### config.mk
export PLATFORM = sky130hd
export DESIGN_NAME = cursor_linked_list_engine_unit_flat
export DESIGN_NICKNAME = d
export VERILOG_FILES = /design/src/rtl/core/clle_pkg.sv /design/src/rtl/core/clle_req_if.sv /design/src/rtl/core/clle_rsp_if.sv /design/src/rtl/core/clle_seq.sv /design/src/rtl/core/clle_dp.sv /design/src/rtl/core/cursor_linked_list_engine_unit.sv /design/src/flat_wrapper.sv
export SDC_FILE = /design/constraint.sdc
export NUM_CORES = 1
export LEC_CHECK = 0
export ABC_AREA = 1
export BUFFER_PORTS_ARGS = -buffer_cell sky130_fd_sc_hd__clkbuf_2
export CAP_MARGIN = 20
export CORE_AREA = 5 5 307 279
export DETAILED_ROUTE_END_ITERATION = 8
export DIE_AREA = 0 0 312 284
export PLACE_DENSITY = 0.6
export SYNTH_ARGS = -nofsm -noshare
export SYNTH_HDL_FRONTEND = slang
export SYNTH_SLANG_ARGS = --single-unit
### constraint.sdc
create_clock -name clk -period 9.77 [get_ports clk]
set_input_delay 1.4655 -clock clk [delete_from_list [all_inputs] [get_ports clk]]
set_output_delay 1.4655 -clock clk [all_outputs]
set_load 0.02 [all_outputs]
### src/rtl/core/clle_pkg.sv
// ----------------------------------------------------------------------------
// clle_pkg
// Shared types, constants and the control store of the linked list engine.
// ----------------------------------------------------------------------------
package clle_pkg;

    localparam int NODES    = 16;
    localparam int IDX_W    = $clog2(NODES);
    localparam int LINK_W   = $clog2(NODES + 1);
    localparam int FUNC_W   = 3;
    localparam int VALUE_W  = 32;
    localparam int STATUS_W = 2;
    localparam int SLOT_W   = 4;

    localparam logic [FUNC_W-1:0] FN_INS_HEAD = 3'd0;
    localparam logic [FUNC_W-1:0] FN_INS_TAIL = 3'd1;
    localparam logic [FUNC_W-1:0] FN_INS_UNIQ = 3'd2;
    localparam logic [FUNC_W-1:0] FN_DELETE   = 3'd3;
    localparam logic [FUNC_W-1:0] FN_FIND     = 3'd4;

    typedef enum logic [STATUS_W-1:0] {
        ST_DONE    = 2'd0,
        ST_FULL    = 2'd1,
        ST_PRESENT = 2'd2,
        ST_ABSENT  = 2'd3
    } status_t;

    // control store addresses
    typedef enum logic [3:0] {
        U_IDLE    = 4'd0,
        U_W_FIND  = 4'd1,
        U_W_DEL   = 4'd2,
        U_W_UNIQ  = 4'd3,
        U_ALLOC_H = 4'd4,
        U_ALLOC_T = 4'd5,
        U_W_TAIL  = 4'd6,
        U_LINK_T  = 4'd7,
        U_UNLINK  = 4'd8,
        U_E_CUR   = 4'd9,
        U_E_NEW   = 4'd10,
        U_E_FULL  = 4'd11,
        U_E_PRES  = 4'd12,
        U_E_ABS   = 4'd13
    } upc_t;

    typedef enum logic [2:0] {
        C_NEVER    = 3'd0,
        C_NO_INPUT = 3'd1,
        C_WALK_END = 3'd2,
        C_MATCH    = 3'd3,
        C_FULL     = 3'd4,
        C_OUT_BUSY = 3'd5
    } cond_t;

    typedef enum logic [2:0] {
        ACT_NOP        = 3'd0,
        ACT_LOAD       = 3'd1,
        ACT_STEP       = 3'd2,
        ACT_ALLOC      = 3'd3,
        ACT_ALLOC_HEAD = 3'd4,
        ACT_LINK_TAIL  = 3'd5,
        ACT_UNLINK     = 3'd6,
        ACT_EMIT       = 3'd7
    } act_t;

    typedef enum logic {
        NX_JUMP = 1'b0,
        NX_FUNC = 1'b1
    } nxt_t;

    // c1 hit wins, then c2; else act runs, next is t3 or the func entry
    typedef struct packed {
        cond_t   c1;
        upc_t    t1;
        cond_t   c2;
        upc_t    t2;
        act_t    act;
        nxt_t    nmode;
        upc_t    t3;
        status_t st;
        logic    slot_new;
    } uword_t;

    typedef struct packed {
        act_t    act;
        status_t st;
        logic    slot_new;
        logic    idle;
    } ctrl_t;

    typedef struct packed {
        logic              in_valid;
        logic              walk_end;
        logic              match;
        logic              full;
        logic              out_busy;
        logic [FUNC_W-1:0] func;
    } flags_t;

    function automatic uword_t uw(cond_t c1, upc_t t1, cond_t c2, upc_t t2, act_t act,
                                  nxt_t nmode, upc_t t3, status_t st, logic slot_new);
        uword_t w;
        w.c1       = c1;
        w.t1       = t1;
        w.c2       = c2;
        w.t2       = t2;
        w.act      = act;
        w.nmode    = nmode;
        w.t3       = t3;
        w.st       = st;
        w.slot_new = slot_new;
        return w;
    endfunction

    function automatic uword_t ucode_rom(upc_t a);
        uword_t w;
        unique case (a)
            U_IDLE:    w = uw(C_NO_INPUT, U_IDLE,  C_NEVER, U_IDLE,
                              ACT_LOAD, NX_FUNC, U_IDLE, ST_DONE, 1'b0);
            U_W_FIND:  w = uw(C_WALK_END, U_E_ABS, C_MATCH, U_E_CUR,
                              ACT_STEP, NX_JUMP, U_W_FIND, ST_DONE, 1'b0);
            U_W_DEL:   w = uw(C_WALK_END, U_E_ABS, C_MATCH, U_UNLINK,
                              ACT_STEP, NX_JUMP, U_W_DEL, ST_DONE, 1'b0);
            U_W_UNIQ:  w = uw(C_WALK_END, U_ALLOC_H, C_MATCH, U_E_PRES,
                              ACT_STEP, NX_JUMP, U_W_UNIQ, ST_DONE, 1'b0);
            U_ALLOC_H: w = uw(C_FULL, U_E_FULL, C_NEVER, U_IDLE,
                              ACT_ALLOC_HEAD, NX_JUMP, U_E_NEW, ST_DONE, 1'b0);
            U_ALLOC_T: w = uw(C_FULL, U_E_FULL, C_NEVER, U_IDLE,
                              ACT_ALLOC, NX_JUMP, U_W_TAIL, ST_DONE, 1'b0);
            U_W_TAIL:  w = uw(C_WALK_END, U_LINK_T, C_NEVER, U_IDLE,
                              ACT_STEP, NX_JUMP, U_W_TAIL, ST_DONE, 1'b0);
            U_LINK_T:  w = uw(C_NEVER, U_IDLE, C_NEVER, U_IDLE,
                              ACT_LINK_TAIL, NX_JUMP, U_E_NEW, ST_DONE, 1'b0);
            U_UNLINK:  w = uw(C_NEVER, U_IDLE, C_NEVER, U_IDLE,
                              ACT_UNLINK, NX_JUMP, U_E_CUR, ST_DONE, 1'b0);
            U_E_CUR:   w = uw(C_OUT_BUSY, U_E_CUR, C_NEVER, U_IDLE,
                              ACT_EMIT, NX_JUMP, U_IDLE, ST_DONE, 1'b0);
            U_E_NEW:   w = uw(C_OUT_BUSY, U_E_NEW, C_NEVER, U_IDLE,
                              ACT_EMIT, NX_JUMP, U_IDLE, ST_DONE, 1'b1);
            U_E_FULL:  w = uw(C_OUT_BUSY, U_E_FULL, C_NEVER, U_IDLE,
                              ACT_EMIT, NX_JUMP, U_IDLE, ST_FULL, 1'b0);
            U_E_PRES:  w = uw(C_OUT_BUSY, U_E_PRES, C_NEVER, U_IDLE,
                              ACT_EMIT, NX_JUMP, U_IDLE, ST_PRESENT, 1'b0);
            U_E_ABS:   w = uw(C_OUT_BUSY, U_E_ABS, C_NEVER, U_IDLE,
                              ACT_EMIT, NX_JUMP, U_IDLE, ST_ABSENT, 1'b0);
            default:   w = uw(C_NEVER, U_IDLE, C_NEVER, U_IDLE,
                              ACT_NOP, NX_JUMP, U_IDLE, ST_DONE, 1'b0);
        endcase
        return w;
    endfunction

endpackage

### src/rtl/core/clle_req_if.sv
// ----------------------------------------------------------------------------
// clle_req_if
// Request channel: function code and element value.
// ----------------------------------------------------------------------------
interface clle_req_if;
    import clle_pkg::*;

    logic                       valid;
    logic                       ready;
    logic [FUNC_W-1:0]          func;
    logic signed [VALUE_W-1:0]  value;

    modport source (output valid, func, value, input ready);
    modport sink   (input valid, func, value, output ready);
endinterface

### src/rtl/core/clle_rsp_if.sv
// ----------------------------------------------------------------------------
// clle_rsp_if
// Response channel: status and node index.
// ----------------------------------------------------------------------------
interface clle_rsp_if;
    import clle_pkg::*;

    logic                valid;
    logic                ready;
    logic [STATUS_W-1:0] status;
    logic [SLOT_W-1:0]   slot;

    modport source (output valid, status, slot, input ready);
    modport sink   (input valid, status, slot, output ready);
endinterface

### src/rtl/core/clle_seq.sv
// ----------------------------------------------------------------------------
// clle_seq
// Microprogram sequencer: address register, control store, two-way conditional
// jump plus a default jump target or function dispatch.
// ----------------------------------------------------------------------------
module clle_seq (
    input  logic            clk,
    input  logic            rst_n,
    input  clle_pkg::flags_t flags,
    output clle_pkg::ctrl_t  ctrl
);
    import clle_pkg::*;

    upc_t   upc_reg;
    upc_t   upc_next;
    uword_t word;
    logic   hit1;
    logic   hit2;

    function automatic logic cond_eval(cond_t c, flags_t f);
        logic r;
        unique case (c)
            C_NEVER:    r = 1'b0;
            C_NO_INPUT: r = !f.in_valid;
            C_WALK_END: r = f.walk_end;
            C_MATCH:    r = f.match;
            C_FULL:     r = f.full;
            C_OUT_BUSY: r = f.out_busy;
            default:    r = 1'b0;
        endcase
        return r;
    endfunction

    function automatic upc_t func_entry(logic [FUNC_W-1:0] fn);
        upc_t e;
        unique case (fn)
            FN_INS_HEAD: e = U_ALLOC_H;
            FN_INS_TAIL: e = U_ALLOC_T;
            FN_INS_UNIQ: e = U_W_UNIQ;
            FN_DELETE:   e = U_W_DEL;
            FN_FIND:     e = U_W_FIND;
            default:     e = U_E_ABS;
        endcase
        return e;
    endfunction

    always_ff @(posedge clk or negedge rst_n) begin
        if (!rst_n)
        begin
            upc_reg <= U_IDLE;
        end
        else
        begin
            upc_reg <= upc_next;
        end
    end

    always_comb begin
        word = ucode_rom(upc_reg);
        hit1 = cond_eval(word.c1, flags);
        hit2 = cond_eval(word.c2, flags);

        ctrl.st       = word.st;
        ctrl.slot_new = word.slot_new;
        ctrl.idle     = (upc_reg == U_IDLE);
        ctrl.act      = ACT_NOP;

        priority if (hit1)
        begin
            upc_next = word.t1;
        end
        else if (hit2)
        begin
            upc_next = word.t2;
        end
        else
        begin
            ctrl.act = word.act;
            // dispatch reads the function code from the request being taken
            upc_next = (word.nmode == NX_FUNC) ? func_entry(flags.func) : word.t3;
        end
    end

endmodule

### src/rtl/core/clle_dp.sv
// ----------------------------------------------------------------------------
// clle_dp
// Datapath: node store, in-use bits, list walk registers, free-node
// encoder and the result register.
// ----------------------------------------------------------------------------
module clle_dp (
    input  logic                              clk,
    input  logic                              rst_n,
    input  clle_pkg::ctrl_t                   ctrl,
    output clle_pkg::flags_t                  flags,
    input  logic                              in_valid,
    input  logic [clle_pkg::FUNC_W-1:0]       in_func,
    input  logic signed [clle_pkg::VALUE_W-1:0] in_value,
    output logic                              out_valid,
    input  logic                              out_ready,
    output logic [clle_pkg::STATUS_W-1:0]     out_status,
    output logic [clle_pkg::SLOT_W-1:0]       out_slot
);
    import clle_pkg::*;

    localparam logic [LINK_W-1:0] NIL = LINK_W'(NODES);

    logic [VALUE_W-1:0]  node_value [NODES];
    logic [LINK_W-1:0]   node_link  [NODES];
    logic [NODES-1:0]    used_reg;

    logic [FUNC_W-1:0]   func_reg;
    logic [VALUE_W-1:0]  value_reg;
    logic [LINK_W-1:0]   head_reg;
    logic [LINK_W-1:0]   cur_reg;
    logic [LINK_W-1:0]   prev_reg;
    logic [LINK_W-1:0]   steps_reg;
    logic [IDX_W-1:0]    new_reg;

    logic                out_valid_reg;
    logic [STATUS_W-1:0] out_status_reg;
    logic [SLOT_W-1:0]   out_slot_reg;

    logic [IDX_W-1:0]    cur_idx;
    logic [IDX_W-1:0]    prev_idx;
    logic [IDX_W-1:0]    free_idx;
    logic [LINK_W-1:0]   cur_link;

    logic                lnk_we;
    logic [IDX_W-1:0]    lnk_addr;
    logic [LINK_W-1:0]   lnk_data;

    assign cur_idx  = cur_reg[IDX_W-1:0];
    assign prev_idx = prev_reg[IDX_W-1:0];
    assign cur_link = node_link[cur_idx];

    // lowest free node
    always_comb begin
        free_idx = '0;
        for (int i = NODES - 1; i >= 0; i--)
        begin
            if (!used_reg[i])
            begin
                free_idx = IDX_W'(i);
            end
        end
    end

    always_comb begin
        flags.in_valid = in_valid;
        flags.walk_end = !((steps_reg < NIL) && (cur_reg < NIL));
        flags.match    = (node_value[cur_idx] == value_reg);
        flags.full     = &used_reg;
        flags.out_busy = out_valid_reg && !out_ready;
        // dispatch happens in the accepting cycle, so pass the live code
        flags.func     = ctrl.idle ? in_func : func_reg;
    end

    // single link write port
    always_comb begin
        lnk_we   = 1'b0;
        lnk_addr = free_idx;
        lnk_data = NIL;
        unique case (ctrl.act)
            ACT_ALLOC:
            begin
                lnk_we   = 1'b1;
                lnk_addr = free_idx;
                lnk_data = NIL;
            end
            ACT_ALLOC_HEAD:
            begin
                lnk_we   = 1'b1;
                lnk_addr = free_idx;
                lnk_data = head_reg;
            end
            ACT_LINK_TAIL:
            begin
                lnk_we   = (prev_reg != NIL);
                lnk_addr = prev_idx;
                lnk_data = LINK_W'(new_reg);
            end
            ACT_UNLINK:
            begin
                lnk_we   = (prev_reg != NIL);
                lnk_addr = prev_idx;
                lnk_data = cur_link;
            end
            default:
            begin
                lnk_we = 1'b0;
            end
        endcase
    end

    always_ff @(posedge clk) begin
        if (lnk_we)
        begin
            node_link[lnk_addr] <= lnk_data;
        end
        if ((ctrl.act == ACT_ALLOC) || (ctrl.act == ACT_ALLOC_HEAD))
        begin
            node_value[free_idx] <= value_reg;
        end
    end

    always_ff @(posedge clk) begin
        if (ctrl.act == ACT_LOAD)
        begin
            func_reg  <= in_func;
            value_reg <= in_value;
        end
        if ((ctrl.act == ACT_ALLOC) || (ctrl.act == ACT_ALLOC_HEAD))
        begin
            new_reg <= free_idx;
        end
        if (ctrl.act == ACT_EMIT)
        begin
            out_status_reg <= ctrl.st;
            if (ctrl.st != ST_DONE)
            begin
                out_slot_reg <= '0;
            end
            else if (ctrl.slot_new)
            begin
                out_slot_reg <= SLOT_W'(new_reg);
            end
            else
            begin
                out_slot_reg <= SLOT_W'(cur_idx);
            end
        end
    end

    always_ff @(posedge clk or negedge rst_n) begin
        if (!rst_n)
        begin
            head_reg      <= NIL;
            cur_reg       <= NIL;
            prev_reg      <= NIL;
            steps_reg     <= '0;
            used_reg      <= '0;
            out_valid_reg <= 1'b0;
        end
        else
        begin
            unique case (ctrl.act)
                ACT_LOAD:
                begin
                    cur_reg   <= head_reg;
                    prev_reg  <= NIL;
                    steps_reg <= '0;
                end
                ACT_STEP:
                begin
                    prev_reg  <= cur_reg;
                    cur_reg   <= cur_link;
                    steps_reg <= steps_reg + 1'b1;
                end
                ACT_ALLOC:
                begin
                    used_reg[free_idx] <= 1'b1;
                end
                ACT_ALLOC_HEAD:
                begin
                    used_reg[free_idx] <= 1'b1;
                    head_reg           <= LINK_W'(free_idx);
                end
                ACT_LINK_TAIL:
                begin
                    // empty list: new node becomes the head
                    if (prev_reg == NIL)
                    begin
                        head_reg <= LINK_W'(new_reg);
                    end
                end
                ACT_UNLINK:
                begin
                    used_reg[cur_idx] <= 1'b0;
                    if (prev_reg == NIL)
                    begin
                        head_reg <= cur_link;
                    end
                end
                default:
                begin
                end
            endcase

            if (ctrl.act == ACT_EMIT)
            begin
                out_valid_reg <= 1'b1;
            end
            else if (out_ready)
            begin
                out_valid_reg <= 1'b0;
            end
        end
    end

    assign out_valid  = out_valid_reg;
    assign out_status = out_status_reg;
    assign out_slot   = out_slot_reg;

endmodule

### src/rtl/core/cursor_linked_list_engine_unit.sv
// Operation: a request is taken in the idle state; a head insert then
//   allocates a node and emits the result, while tail insert, unique insert,
//   delete and find walk the list, one node per cycle, before the result is
//   emitted. One request at a time: no new request is taken until the result
//   has been emitted, and a busy response channel holds the emit.
// Reset: list empty, every node free; node values and links are not cleared.
// ----------------------------------------------------------------------------
// cursor_linked_list_engine_unit
// Singly linked list in a fixed node store, run by a microprogrammed
// sequencer over a walk datapath.
// ----------------------------------------------------------------------------
module cursor_linked_list_engine_unit (
    input  logic clk,
    input  logic rst_n,
    clle_req_if.sink   req,
    clle_rsp_if.source rsp
);
    import clle_pkg::*;

    ctrl_t  ctrl;
    flags_t flags;

    assign req.ready = ctrl.idle;

    clle_seq u_seq (
        .clk   (clk),
        .rst_n (rst_n),
        .flags (flags),
        .ctrl  (ctrl)
    );

    clle_dp u_dp (
        .clk        (clk),
        .rst_n      (rst_n),
        .ctrl       (ctrl),
        .flags      (flags),
        .in_valid   (req.valid),
        .in_func    (req.func),
        .in_value   (req.value),
        .out_valid  (rsp.valid),
        .out_ready  (rsp.ready),
        .out_status (rsp.status),
        .out_slot   (rsp.slot)
    );

endmodule
### src/flat_wrapper.sv
// flat-port wrapper written by rule: the top's interface ports become plain ports
module cursor_linked_list_engine_unit_flat import clle_pkg::*;
  (clk, rst_n, req_valid, req_func, req_value, req_ready, rsp_valid, rsp_status, rsp_slot, rsp_ready);
  clle_req_if req_i ();
  clle_rsp_if rsp_i ();
  input  logic clk;
  input  logic rst_n;
  input wire logic [$bits(req_i.valid)-1:0] req_valid;
  input wire logic [$bits(req_i.func)-1:0] req_func;
  input wire logic [$bits(req_i.value)-1:0] req_value;
  output wire logic [$bits(req_i.ready)-1:0] req_ready;
  output wire logic [$bits(rsp_i.valid)-1:0] rsp_valid;
  output wire logic [$bits(rsp_i.status)-1:0] rsp_status;
  output wire logic [$bits(rsp_i.slot)-1:0] rsp_slot;
  input wire logic [$bits(rsp_i.ready)-1:0] rsp_ready;
  assign req_i.valid = req_valid;
  assign req_i.func = req_func;
  assign req_i.value = req_value;
  assign req_ready = req_i.ready;
  assign rsp_valid = rsp_i.valid;
  assign rsp_status = rsp_i.status;
  assign rsp_slot = rsp_i.slot;
  assign rsp_i.ready = rsp_ready;
  cursor_linked_list_engine_unit u_core (.clk(clk), .rst_n(rst_n), .req(req_i), .rsp(rsp_i));
endmodule
# After elaboration in Yosys (flattened, before gate mapping)
# Memory sizes are Yosys's and may differ from the RTL's.
# Index checks and enable logic that the tools add are counted.
# totals
reg_bits,86
ramBits,592
mem_bits_ro,368
input_bits,39
output_inout_bits,8
elab_cells,116
n_memories,3
# op_classes
add_sub_neg,1
magnitude_cmp,6
eq_ne,26
muxes,46
bitwise,3
reduce_logical,19
# mem_list
name,depth,word_bits,rd,rd_clocked_by_memory_dff,write_ports,line_no,rtl
u_core.u_dp.node_value,16,32,1,0,1,clle_dp.sv:23,logic [VALUE_W-1:0] node_value [NODES];
(no name shown),16,23,1,0,0,clle_pkg.sv:117,unique case (a)
u_core.u_dp.node_link,16,5,1,0,1,clle_dp.sv:24,logic [LINK_W-1:0] node_link [NODES];
# op_table
cell,count
$mux 4,21
$eq 32x32->1,1
$pmux 16 s2,1
$pmux 5 s2,3
$pmux 5 s3,2
$eq 3x3->1 const B,9
$eq 3x2->1 const B,8
$pmux 4 s5,1
$and 16x16->16,1
$not 16->16,1
$or 16x16->16,1
$reduce_and 16->1,1
$eq 3x1->1 const B,4
$lt 4x5->1 const B,2
$lt 5x5->1 const B,2
$mux 5,2
$pmux 1 s5,2
$mux 3,3
$demux 1 s4,2
$ge 4x1->1 const B,2
$mux 1,8
$reduce_bool 2->1,4
$add 5x1->5 const B,1
$eq 5x5->1 const B,1
other kinds (11),18

# Longest topological paths before layout
# depth
ltp_word,22
ltp_mapped,27
mapped_depth_nobuf,24

# Modules after synthesis
# Synthesis repeated with hierarchy kept, for this count alone.
# hier_totals
cells_unflattened,1949
area_unflattened_um2,26741.9
# by_module_without_submodules
module,n_inst,cells_each,area_each_um2,seq_area_each_um2
clle_dp,1,1839,26077.5,20058.0
clle_seq,1,110,664.4,100.1

# Worst setup path before layout
# Ideal clock, no wire load.
# synth_timing
kind,input port to flip-flop
from,input rsp_ready
to,"memory u_core.u_dp.node_value[13][0], enable pin"
setup_time_ns,0.421
arrival_time_ns,4.148
required_ns,9.349
path_slack_ns,5.201
path_stages,12
n_path_buf,1
path_cell_list,inv_1 nand2_1 mux2_2 nor3_1 a21oi_1 nand2_4 nor2_4 nand3_1 nand2_1 inv_2 buf_2 nor2_1
# synth_via
elab_chain_len,9
elab_cells_between_ends,11
# synth_lines
element,line_no,rtl
from (decl),flat_wrapper.sv:15,input wire logic [$bits(rsp_i.ready)-1:0] rsp_ready;
$logic_not 1->1 *,clle_dp.sv:69,flags.out_busy = out_valid_reg && !out_ready;
$logic_and 1x1->1 *,clle_dp.sv:69,
$pmux 1 s5,clle_seq.sv:22,unique case (c)
$mux 3,clle_seq.sv:72,else if (hit2)
$mux 3 *,clle_seq.sv:68,priority if (hit1)
$eq 3x2->1 / $eq 3x3->1 (equally long branches),clle_dp.sv:116,if ((ctrl.act == ACT_ALLOC) || (ctrl.act == ACT_ALLOC_HEAD))
$logic_or 1x1->1 *,clle_dp.sv:116,
$mux 1 *,clle_dp.sv:116,
$mux 1 (not written as such) *,clle_dp.sv:118,node_value[free_idx] <= value_reg;
to (decl),clle_dp.sv:23,
# Mark *: on every way between the ends. The rest lies on a longest branch, timed or not.

# Worst setup path in the final report
# layout_timing
from,register u_core.u_dp.cur_reg[1]
to,"memory u_core.u_dp.node_value[5][22], enable pin"
# layout_via
elab_chain_len,10
elab_cells_between_ends,14
# layout_lines
element,line_no,rtl
from (decl),clle_dp.sv:30,logic [LINK_W-1:0] cur_reg;
from (signal assigned),clle_dp.sv:165,cur_reg <= head_reg;
from (signal assigned),clle_dp.sv:172,cur_reg <= cur_link;
branches (longest 5 deep; another with $mem_v2 16x32),n/a,
$mux 3 *,clle_seq.sv:68,
$eq 3x2->1 / $eq 3x3->1 (equally long branches),clle_dp.sv:116,
$logic_or 1x1->1 *,clle_dp.sv:116,
$mux 1 *,clle_dp.sv:116,
$mux 1 (not written as such) *,clle_dp.sv:118,
# Every way passes the cells marked *.

==> flow_summary_export.csv <==
group,metric,value,unit
layout,fillCellCount,7860,
global_routing,antenna_found_initial,1,
pwr,leakage,12.36,nW
synthesis,ys_ff_latch,677,
global_routing,grt_max_degree,94,
setup_path,start_kind,"register",
setup_path,endpoint_kind,"register",
global_routing,grt_overflow,0,
setup_path,worstPathArrival,7110,ps
routing,ant_nets,0,
pwr,power_density,306.1,nW/um^2
cts,cts_max_level,3,
sta,drv_slew,0,
pwr,ir_worst_vdd,0.0001790,V
sta,min_period,6861,ps
routing,drc,0,
global_routing,first_global_vias,17730,
pwr,seq_power_share,0.419,
routing,dr.pass1.iters,5,
layout,areaGrowthSynthToFinish,12.63,%
pwr,p_sw_frac,0.3826,
cts,clk_path_buf_depth,3,
sta,fin_skew,24.67,ps
flow_run,max_cap_viol_count,0,
sta,min_period_over_period,0.7022,
synthesis,synthArstFlopShare,0.06056,
die,rows,100,
layout,largest_register_ffs,512,
sta,finalSetupViolCount,0,
synthesis,synth_cell_type_count,48,
cts,clock_latency,610,ps
cts,cts_hold_buf,0,
die,die_y,284,microns
layout,layout_commonest_cell,"nand2_1",
min_path,hp-class,"register to register",
setup_path,r2r_setup_slack,2910,ps
sta,rsz0062_at_grt,"no",
layout,antenna_cells,0,
setup_path,critPathMaxFanout,59,
routing,drtIter0Drc,1765,
global_routing,grt_usage,0.1595,
routing,drt-total-wl,72.25,mm
pwr,switchingPower,3.760,mW
sta,fmax,145.8,MHz
layout,final_cell_mix,"nand2_1 (1,259), edfxtp_1 (636), nor2_1 (114), nand3_1 (82), inv_1 (79)",
synthesis,ys_seq_area_frac,0.7061,
synthesis,netlist_area,28500,sq um
pwr,power_frac_comb,0.318,
pwr,clkPwrFrac,0.263,
synthesis,synthFlopType,"edfxtp_1",
synthesis,syn_nets,2662,
layout,drive_gt1_frac,0.08980,
die,die_area,88610,sq um
layout,final_area,32100,sq um
synthesis,synth-edff-count,636,
sta,tns,0,ps
placed_design,placed_area,29900,sq um
routing,via_count,18590,
setup_path,worstSetupPathType,"register to register",
die,coreArea,82080,sq um
die,die_w,312,microns
placed_design,portBuffers,46,
cts,cts_tree,"built",
cts,cts_buffers,71,
synthesis,yosys_warnings,0,
layout,final_core_util,0.3911,
placed_design,finalWeightedCongestion,0.8509,
layout,layout.nets,2709,
synthesis,synth_cells,2616,
cts,post_cts_buffers,0,
sta,final_hold_viol_count,0,
cts,path_clk_slew,60,ps
pwr,power.internal,6.068,mW
setup_path,worstPathRequired,10020,ps
routing,viasPerCell,4.909,
sta,tightest_slew,1101,ps
cts,cts_resized,0,
routing,routedWlPerCell,19.07,microns
run_status,status,"finished clean",
die,ioPinCount,47,
placed_design,place_hpwl,39.60,mm
cts,clock_sinks,677,
die,start_util,0.3473,
global_routing,grt_pass1_wl,109.9,mm
cts,cts-root-buf,"clkbuf_16",
synthesis,synth_area_per_cell,10.90,sq um
sta,slew_headroom,0.2659,
power groups by stage:
| stage | registers, mW | clock network (mW) | logic, mW |
|---|---|---|---|
| 2_1_floorplan | 4.03 | 0 | 2.20 |
| 4_1_cts | 4.12 | 2.64 | 3.13 |
| 6_report | 4.12 | 2.58 | 3.12 |
| 3_5_place_dp | 4.18 | 0 | 3.11 |
| 5_1_grt | 4.17 | 2.76 | 3.48 |
| 3_3_place_gp | 4.17 | 0 | 3.10 |
path summary, 6_finish.rpt:
check,from,end,cells after the start
worst max-delay path,u_core.u_dp.cur_reg[1]$_DFFE_PN0P_,u_core.u_dp.node_value[5][22]$_DFFE_PP_,23
worst min-delay path,u_core.u_dp.head_reg[4]$_DFFE_PN1P_,u_core.u_dp.head_reg[4]$_DFFE_PN1P_,2
worst max register to register,u_core.u_dp.cur_reg[1]$_DFFE_PN0P_,u_core.u_dp.node_value[5][22]$_DFFE_PP_,23
worst min register to register,u_core.u_dp.head_reg[4]$_DFFE_PN1P_,u_core.u_dp.head_reg[4]$_DFFE_PN1P_,2
max in group asynchronous,rst_n,u_core.u_dp.cur_reg[0]$_DFFE_PN0P_,2
min in group asynchronous,rst_n,u_core.u_dp.prev_reg[1]$_DFFE_PN0P_,2
cell families after synthesis:
family,after synthesis,share of synthesized area
mux,3,0.001097
fa+ha+maj,7,0.003072
compound gates,194,0.04218
xor+xnor,3,0.0009219
buf+inv,201,0.03455
simple gates,1531,0.2121
flops,677,0.7061
critical path: stages (launching register included):
cell,delay (ps)
dfrtp_4,570
buf_4,790
nand2_1,220
clkinv_2,590
buf_4,730
nand2_1,120
nand3_1,120
nand2_1,50
nand2_1,110
nor2_1,50
nor2_1,80
nor2_1,50
nand2_1,130
nor2_1,50
nand2_1,160
nor2_2,70
nand3_2,80
nand2_4,90
nor2_4,170
nand3_1,220
nand2_1,290
inv_2,420
nor2_4,720
buf_4,490
per-layer routing:
| layer | share of wire | up-vias | track usage |
|---|---|---|---|
| met5 | 0 | - | 0 |
| met4 | 0.018 | 0 | 0.03896 |
| met3 | 0.068 | 97 | 0.02943 |
| met2 | 0.45 | 647 | 0.2486 |
| met1 | 0.46 | 8939 | 0.2326 |
| li1 | - | 8911 | - |
cells in the mapped netlist, types with 5 or more instances:
| library cell | n | share of area |
|---|---|---|
| nor3_1 | 16 | 0.0028 |
| a22oi_1 | 40 | 0.011 |
| o21ai_1 | 31 | 0.0054 |
| buf_4 | 28 | 0.0074 |
| buf_6 | 8 | 0.0032 |
| ha_1 | 7 | 0.0031 |
| inv_2 | 7 | 0.00092 |
| o211ai_1 | 6 | 0.0016 |
| nand2_1 | 1259 | 0.17 |
| inv_1 | 82 | 0.011 |
| clkbuf_1 | 33 | 0.0043 |
| nand2_2 | 9 | 0.0020 |
| nand3_2 | 8 | 0.0028 |
| o31ai_1 | 10 | 0.0026 |
| edfxtp_1 | 636 | 0.67 |
| nand3_1 | 82 | 0.014 |
| buf_2 | 29 | 0.0051 |
| o21ai_0 | 47 | 0.0083 |
| dfrtp_1 | 38 | 0.033 |
| nand4_1 | 13 | 0.0029 |
| o22ai_1 | 5 | 0.0011 |
| nor2_1 | 133 | 0.018 |
| a21oi_1 | 29 | 0.0051 |
| a21boi_0 | 9 | 0.0024 |
| buf_1 | 9 | 0.0012 |
final cells by class:
class                           instances  area, sq um  share of cell area
Timing Repair Buffer                   84        568.0             0.01769
Sequential cell                       677        20140              0.6272
Inverter                               91        350.3             0.01091
Multi-Input combinational cell       1738         7530              0.2345
Tap cell                             1071         1340             0.04174
Clock inverter                         31        246.5            0.007678
Clock buffer                           96         1934             0.06025
per-stage QoR:
step | setup slack [ps] | std cells | power, mW | hold slack (ps)
finish | 2909 | 3788 | 9.828 | 489.8
detailed placement | 3043 | 3660 | 7.294 | 485.2
global placement | 3128 | 3659 | 7.269 | 481.2
CTS | 2982 | 3787 | 9.892 | 493.5
global route | 2529 | 3788 | 10.40 | 538.7
floorplan | 5201 | 2616 | 6.226 | 466.9
Power figures use the tool's default switching activity.
